===== config.mk =====
export PLATFORM = sky130hd
export DESIGN_NAME = lhc_cell
export DESIGN_NICKNAME = d
export VERILOG_FILES = /design/src/design/assert_macros.svh /design/src/design/lhc_pkg.sv /design/src/design/lhc_cell.sv
export SDC_FILE = /design/constraint.sdc
export NUM_CORES = 1
export LEC_CHECK = 0
export ABC_AREA = 1
export BUFFER_PORTS_ARGS = -buffer_cell sky130_fd_sc_hd__buf_2
export CELL_PAD_IN_SITES_DETAIL_PLACEMENT = 2
export CELL_PAD_IN_SITES_GLOBAL_PLACEMENT = 2
export CORE_MARGIN = 4
export CORE_UTILIZATION = 29
export DETAILED_ROUTE_END_ITERATION = 8
export GPL_ROUTABILITY_DRIVEN = 1
export PLACE_DENSITY = 0.8
export SYNTH_ARGS = -nofsm -noshare
export SYNTH_HDL_FRONTEND = slang
export SYNTH_SLANG_ARGS = --single-unit

===== constraint.sdc =====
create_clock -name clk -period 2 [get_ports clk]
set_input_delay 0.1 -clock clk [delete_from_list [all_inputs] [get_ports clk]]
set_output_delay 0.1 -clock clk [all_outputs]
set_load 0.02 [all_outputs]

===== src/design/assert_macros.svh =====
// Assertion macros used by the top-level design file.
`ifndef ASSERT_MACROS_SVH
`define ASSERT_MACROS_SVH
`ifndef SYNTHESIS
`define LHC_ASSERT(lbl, clk, rstn, prop) \
	lbl: assert property (@(posedge clk) disable iff (!rstn) prop) \
	else $error("lhc: assertion failed");
`define LHC_ASSERT_IMPL(lbl, clk, rstn, ante, cons) \
	lbl: assert property (@(posedge clk) disable iff (!rstn) (ante) |=> (cons)) \
	else $error("lhc: implication failed");
`else
`define LHC_ASSERT(lbl, clk, rstn, prop)
`define LHC_ASSERT_IMPL(lbl, clk, rstn, ante, cons)
`endif
`endif


===== src/design/lhc_pkg.sv =====
// Types and constants of the LRU handle cache.
package lhc_pkg;
	localparam int CAPACITY_DEF = 256;
	localparam int KEY_BITS_DEF = 64;
	localparam int KEY_W = 64;
	localparam int LIMIT_W = 9;
	localparam int SLOT_W = 8;
	localparam int EVC_W = 8;
	localparam int FILL_W = 2;
	localparam int LIMIT_FLOOR = 16;
	localparam logic [LIMIT_W-1:0] LIMIT_RESET = 9'd192;

	localparam logic OP_LOOKUP = 1'b0;
	localparam logic OP_PEEK = 1'b1;

	localparam logic [FILL_W-1:0] FILL_DECODE_FAIL = 2'd0;
	localparam logic [FILL_W-1:0] FILL_UPLOAD_FAIL = 2'd1;

	typedef enum logic [2:0] {
		CELL_HOLD,
		CELL_CMP,
		CELL_TOUCH,
		CELL_EVICT,
		CELL_INSERT
	} cell_op_t;

	typedef enum logic [2:0] {
		ST_IDLE,
		ST_CMP,
		ST_DECIDE,
		ST_TOUCH,
		ST_EVICT,
		ST_INSERT,
		ST_DONE
	} state_t;
endpackage


===== src/design/lhc_cell.sv =====
// One cache entry: key, valid bit, age rank and match flag.
module lhc_cell #(
	parameter int KEY_BITS = lhc_pkg::KEY_BITS_DEF,
	parameter int RANK_W = 8
) (
	input  logic                  clk,
	input  logic                  arst_n,
	input  lhc_pkg::cell_op_t     cmd,
	input  logic [KEY_BITS-1:0]   key_in,
	input  logic [RANK_W-1:0]     ref_rank,
	input  logic [RANK_W-1:0]     new_rank,
	input  logic                  free_in,
	output logic                  free_out,
	output logic                  sel,
	output logic                  valid,
	output logic                  match,
	output logic [RANK_W-1:0]     rank
);
	import lhc_pkg::*;

	logic                valid_q;
	logic                match_q;
	logic [KEY_BITS-1:0] key_q;
	logic [RANK_W-1:0]   rank_q;

	// lowest free entry: first invalid cell along the chain
	assign sel      = !valid_q && !free_in;
	assign free_out = free_in || !valid_q;
	assign valid    = valid_q;
	assign match    = match_q;
	assign rank     = rank_q;

	always_ff @(posedge clk or negedge arst_n) begin
		if (!arst_n) begin
			valid_q <= 1'b0;
			match_q <= 1'b0;
		end else begin
			case (cmd)
				CELL_CMP: begin
					match_q <= valid_q && (key_q == key_in);
				end
				CELL_EVICT: begin
					if (valid_q && rank_q == '0) begin
						valid_q <= 1'b0;
					end
				end
				CELL_INSERT: begin
					if (sel) begin
						valid_q <= 1'b1;
					end
				end
				default: begin
				end
			endcase
		end
	end

	always_ff @(posedge clk) begin
		case (cmd)
			CELL_TOUCH: begin
				if (match_q) begin
					rank_q <= new_rank;
				end else if (valid_q && rank_q > ref_rank) begin
					rank_q <= rank_q - 1'b1;
				end
			end
			CELL_EVICT: begin
				if (valid_q && rank_q != '0) begin
					rank_q <= rank_q - 1'b1;
				end
			end
			CELL_INSERT: begin
				if (sel) begin
					key_q  <= key_in;
					rank_q <= new_rank;
				end
			end
			default: begin
			end
		endcase
	end
endmodule


==> results of run 1 <==
## timing repair
item                                   CTS  global route
buffers inserted                         0             0
hold buffers                            65             0
endpoints found under the hold margin   66             0
## worst paths after layout
kind	startpoint	endpoint	slack, ns
worst min-delay path	new_rank[0]	rank[0]	0.04
max in group asynchronous	arst_n	valid	1.80
worst max-delay path	rank[2]	rank[2]	0.19
min in group asynchronous	arst_n	match	0.09
worst min register to register	match	match	0.60
worst max register to register	rank[2]	rank[2]	0.19
## per-layer routing
layer,vias to the layer above,GRT usage (%),share of wire (%)
li1,1741,-,-
met1,1670,17.6,39
met2,90,30.9,56
met3,12,3.41,4.4
met4,0,5.42,1.4
met5,-,0,0
## cells in the mapped netlist (all sizes together)
| library cell | instances |
|---|---|
| dfrtp | 2 |
| nor2 | 59 |
| nand3 | 9 |
| a21oi | 5 |
| xor2 | 4 |
| nand4 | 7 |
| edfxtp | 72 |
| ha | 10 |
| o21ai | 16 |
| or2 | 8 |
| buf | 1 |
| xnor2 | 20 |
| nand2 | 134 |
| inv | 92 |
| o21a | 1 |
| nor3 | 5 |
## registers in the layout (all words and copies together) (netlist names)
signal / cells
rank: 8
key_q: 64
valid: 1
match: 1
## worst min-delay path: cells and delay by family
family	cells	cell delay, ns
buffers and inverters	1	0.09
AND/OR/NAND/NOR	1	0.05
AO/OA/AOI/OAI	1	0.04
## power breakdown
group	leakage [nW]	internal [W]	switching, W	total [W]
sequential	0.676	0.00175	0.0000311	0.00178
combinational	1.81	0.000268	0.000284	0.000552
clock	0.143	0.00108	0.000642	0.00172
## area by class of cell
type,count,area share (%)
clock buffers,9,3.96
flip-flops and latches,74,38.9
inverters,92,6.18
repair buffers,167,20.8
clock inverters,6,1.45
well taps,176,3.87
multi-input cells,278,24.8
## kinds of logic after synthesis
| logic type | after synthesis | share of synthesized area [%] |
|---|---|---|
| XOR/XNOR | 24 | 5.29 |
| buffers and inverters | 93 | 9.04 |
| AND/OR/NAND/NOR | 222 | 23.2 |
| adder cells (fa/ha/maj) | 10 | 3.15 |
| flip-flops | 74 | 55.7 |
| AO/OA/AOI/OAI | 22 | 3.68 |
## through the flow
stage          instance area, µm²  power [W]
3_5_place_dp                 4730    0.00226
5_1_grt                      5690    0.00425
6_report                     5690    0.00405
3_3_place_gp                 4730    0.00223
4_1_cts                      5690    0.00410
2_1_floorplan                3990    0.00204
==> flow_metrics.tcl, run 1 <==
set metrics [dict create \
    p_leak_nw 2.62 \
    path_clk_slew_ns 0.06 \
    crit_path_max_fanout 8 \
    place_ws_ns 0.165 \
    crit_buf_inv 1 \
    cts_root_buf "clkbuf_16" \
    final_common_cell "nand2_1" \
    synth_top_area_cell "edfxtp_1" \
    ys_seq_elements 74 \
    synth.net_count 541 \
    crit_chain "ha_1 -> nand2_1 -> o21ai_0 -> nand2_1 -> nand2_1 -> nand3_1 -> a21oi_2 -> buf_4" \
    holdPathStages 3 \
    setup_violations 0 \
    core-area_mm2 0.0133 \
    min_period_ns 1.81 \
    finalHoldViolations 0 \
    final_cell_mix "127 x nand2_1, 97 x buf_2, 88 x inv_1, 72 x edfxtp_1, 65 x dlygate4sd3_1" \
    fin_worst_skew_ns 0.00704 \
    fmax_ghz 0.551 \
    period_share_pct 90.7 \
    post_drt_wl_per_cell_um 15.1 \
    path_common_cell "nand2_1" \
    ys_top_cells_by_area "edfxtp_1 54%, nand2_1 12%, inv_1 8.4%, nor2_1 5.5%, xnor2_1 4.4%" \
    h-tree-depth 3 \
    hold_path_class "in -> reg" \
    die_w_um 125 \
    setup_tns_ns 0 \
    start_util_pct 29.8 \
    grt-ovfl-total 0 \
    syn_inst 445 \
    netlist_area_mm2 0.00397 \
    drtIter0Drc 123 \
    holdWs_ns 0.0424 \
    grt_usage_pct 16.2 \
    dp.cells 722 \
    die_y_um 125 \
    worst-slew-pin-transition_ns 0.311 \
    areaGrowthSynthToFinish_pct 43.2 \
    outcome "finished, final reports clean" \
    required_ns 2.04 \
    grt_max_degree 44 \
    power.density_mw_per_mm2 712 \
    grt_pass1_vias 3999 \
    critPathSlowestCell "edfxtp_1" \
    path_class "reg -> reg" \
    drv_slew 0 \
    cp_top_family "flip-flops" \
    synth_cell_type_count 24 \
    ant_nets 0 \
    grt_antenna_before_repair 0 \
    multi_input_area_mm2 0.00141 \
    drv_cap 0 \
    ir_drop_uv 471 \
    setup_slack_ns 0.186 \
    io_buffers 97 \
    ctsResizeCount 0 \
    path_depth 8 \
    rr_worst_depth 8 \
    register_area_mm2 0.00221 \
    instances_no_fill 802 \
    clk_path_buf_depth 2 \
    utilization_pct 42.6 \
    drt-total-wl_mm 12.1 \
    startpoint_type "flip-flop" \
    cts_made_buffers 9 \
    grt_first_pass_wirelength_mm 20.0 \
    max_stage_delay_ns 0.47 \
    ys_seq_area_share_pct 55.7 \
    yosys_warnings 0 \
    die_area_mm2 0.0156 \
    row_count 42 \
    cts_tree "done" \
    clock_sinks 74 \
    layout-drive-gt1-share_pct 23.5 \
    ios 98 \
    yosys.area.top_type_share_pct 54.4 \
    fillers 1475 \
    post-route-drc-count 0 \
    viasPerCell 4.38 \
    drt_first_pass_iters 4 \
    vias 3513 \
    final_nets 718 \
    grt_setup_unrepaired "false" \
    maxSlewHeadroom_pct 79.2 \
    antennaDiodeCount 0 \
    clock_latency_ns 0.34 \
    synth_area_per_cell_um2 8.93 \
    globalplace.congestion 0.802 \
    cp.arrival_ns 1.86 \
    critPathCaptureType "flip-flop" \
    dpl.hpwl_mm 8.32 \
]
Note: power is estimated with default switching activity, not from simulation.
==> run 2: changes to the inputs <==
--- a/config.mk
+++ b/config.mk
@@ -14,6 +14,7 @@
 export DETAILED_ROUTE_END_ITERATION = 8
 export GPL_ROUTABILITY_DRIVEN = 1
 export PLACE_DENSITY = 0.8
+export REMOVE_ABC_BUFFERS = 1
 export SYNTH_ARGS = -nofsm -noshare
 export SYNTH_HDL_FRONTEND = slang
 export SYNTH_SLANG_ARGS = --single-unit
==> flow_metrics.tcl, run 2 (synthesis gave the netlist of run 1 again) <==
set metrics [dict create \
    outcome "finished, final reports clean" \
    areaGrowthSynthToFinish_pct 44.1 \
    finalHoldViolations 0 \
    clock_sinks 74 \
    place_ws_ns 0.0675 \
    required_ns 2.05 \
    critPathCaptureType "flip-flop" \
    die_w_um 125 \
    cts_made_buffers 9 \
    grt_usage_pct 17.7 \
    die_y_um 125 \
    path_class "reg -> reg" \
    m1WireLength_mm 5.19 \
    drv_cap 0 \
    highest_layer "met4" \
    setup_slack_ns 0.193 \
    start_util_pct 29.8 \
    vias 3553 \
    final_common_cell "nand2_1" \
    dpl.hpwl_mm 8.47 \
    grt_first_pass_wirelength_mm 21.7 \
    post-route-drc-count 0 \
    largest_reg_flops 64 \
    grt_setup_unrepaired "false" \
    drt-total-wl_mm 13.6 \
    dr_wl_met3_um 492 \
    final_nets 725 \
    maxSlewHeadroom_pct 79.4 \
    grt_antenna_before_repair 0 \
    ant_nets 0 \
    h-tree-depth 3 \
    regMostFlops "key_q" \
    fmax_ghz 0.553 \
    layout-drive-gt1-share_pct 23.5 \
    fin_worst_skew_ns 0.00488 \
    clk_path_buf_depth 2 \
    grt_max_degree 51 \
    power.density_mw_per_mm2 712 \
    viasPerCell 4.39 \
    final_cell_mix "128 x nand2_1, 97 x buf_2, 88 x inv_1, 72 x edfxtp_1, 65 x dlygate4sd3_1" \
    cp.arrival_ns 1.86 \
    row_count 42 \
    clock_latency_ns 0.34 \
    grt_pass1_vias 4214 \
    setup_violations 0 \
    min_period_ns 1.81 \
    drv_slew 0 \
    max_stage_delay_ns 0.45 \
    die_area_mm2 0.0156 \
    grt-ovfl-total 0 \
    cts_tree "done" \
    p_leak_nw 2.67 \
    drtIter0Drc 117 \
    io_buffers 97 \
    period_share_pct 90.4 \
    core-area_mm2 0.0133 \
    drt_first_pass_iters 4 \
    post_drt_wl_per_cell_um 16.8 \
    cts_root_buf "clkbuf_16" \
    worst-slew-pin-transition_ns 0.306 \
    path_clk_slew_ns 0.06 \
    routed-wl-met2_mm 7.63 \
    ios 98 \
    startpoint_type "flip-flop" \
    path_common_cell "nand2_1" \
    hold_path_class "in -> reg" \
    crit_path_max_fanout 5 \
    report.power.total_w 0.00408 \
    critPathSlowestCell "edfxtp_1" \
    ir_drop_uv 433 \
    globalplace.congestion 0.859 \
    crit_chain "ha_1 -> nand2_1 -> o21a_1 -> nand2_1 -> nand3_1 -> a21oi_2 -> buf_4" \
    antennaDiodeCount 0 \
]
run 2: changes by cell type in the layout (fill, tap and decap cells not counted), sizes merged:
cell      previous run  this run
clkinvlp             3         0
clkbuf               9        11
inv                 91        92
buf                102       109
run 2: metal layers:
layer	vias to the layer above	global-route usage, %
met5	-	0
met4	0	6.06
met3	16	3.41
met2	77	34.4
met1	1711	19.0
li1	1749	-
run 2: worst max-delay path, delay by kind of cell, from the launching register on:
kind	cells	cell delay, ns
adders and majority gates	1	0.31
AOI/OAI and AO/OA	2	0.36
and+or+nand+nor	3	0.23
buffers and inverters	1	0.17
DFF	1	0.45
run 2: final cells by class:
class	instances	area, µm²
Tap cell	176	220
Sequential cell	74	2210
Multi-Input combinational cell	278	1410
Inverter	92	348
Fill cell	1505	7620
Clock inverter	4	67.6
Timing Repair Buffer	174	1240
Clock buffer	11	233
run 2: worst paths after layout:
check	startpoint	to	slack (ns)	cells past startpoint
min in group asynchronous	arst_n	valid	0.10	2
worst min register to register	match	match	0.63	2
max in group asynchronous	arst_n	match	1.80	2
worst min-delay path	new_rank[0]	rank[0]	0.04	3
worst max-delay path	rank[6]	rank[1]	0.19	7
worst max register to register	rank[6]	rank[1]	0.19	7
run 2: through the flow:
stage / hold slack (ns) / area, µm² / cells / utilization (%) / TNS [ns]
after floorplan: -0.196 / 3960 / 444 / - / -42.67
after global placement: -0.109 / 4730 / 724 / 35.5 / 0
after detailed placement: -0.107 / 4730 / 724 / 35.5 / 0
after CTS: 0.0240 / 5680 / 804 / 42.6 / 0
after global routing: 0.0372 / 5730 / 809 / 42.9 / 0
final: 0.0385 / 5730 / 809 / 42.9 / 0
run 2: timing repair:
action,in CTS,in global routing
endpoints found under the setup margin,0,8
hold buffers,65,0
hold endpoints to repair,66,0
resized for setup,0,1
buffers inserted,0,5
run 2: where the power goes:
group	leakage [nW]	total [W]	switching [W]	internal, W
combinational	1.85	0.000586	0.000306	0.000280
clock	0.145	0.00172	0.000641	0.00108
sequential	0.677	0.00177	0.0000246	0.00175
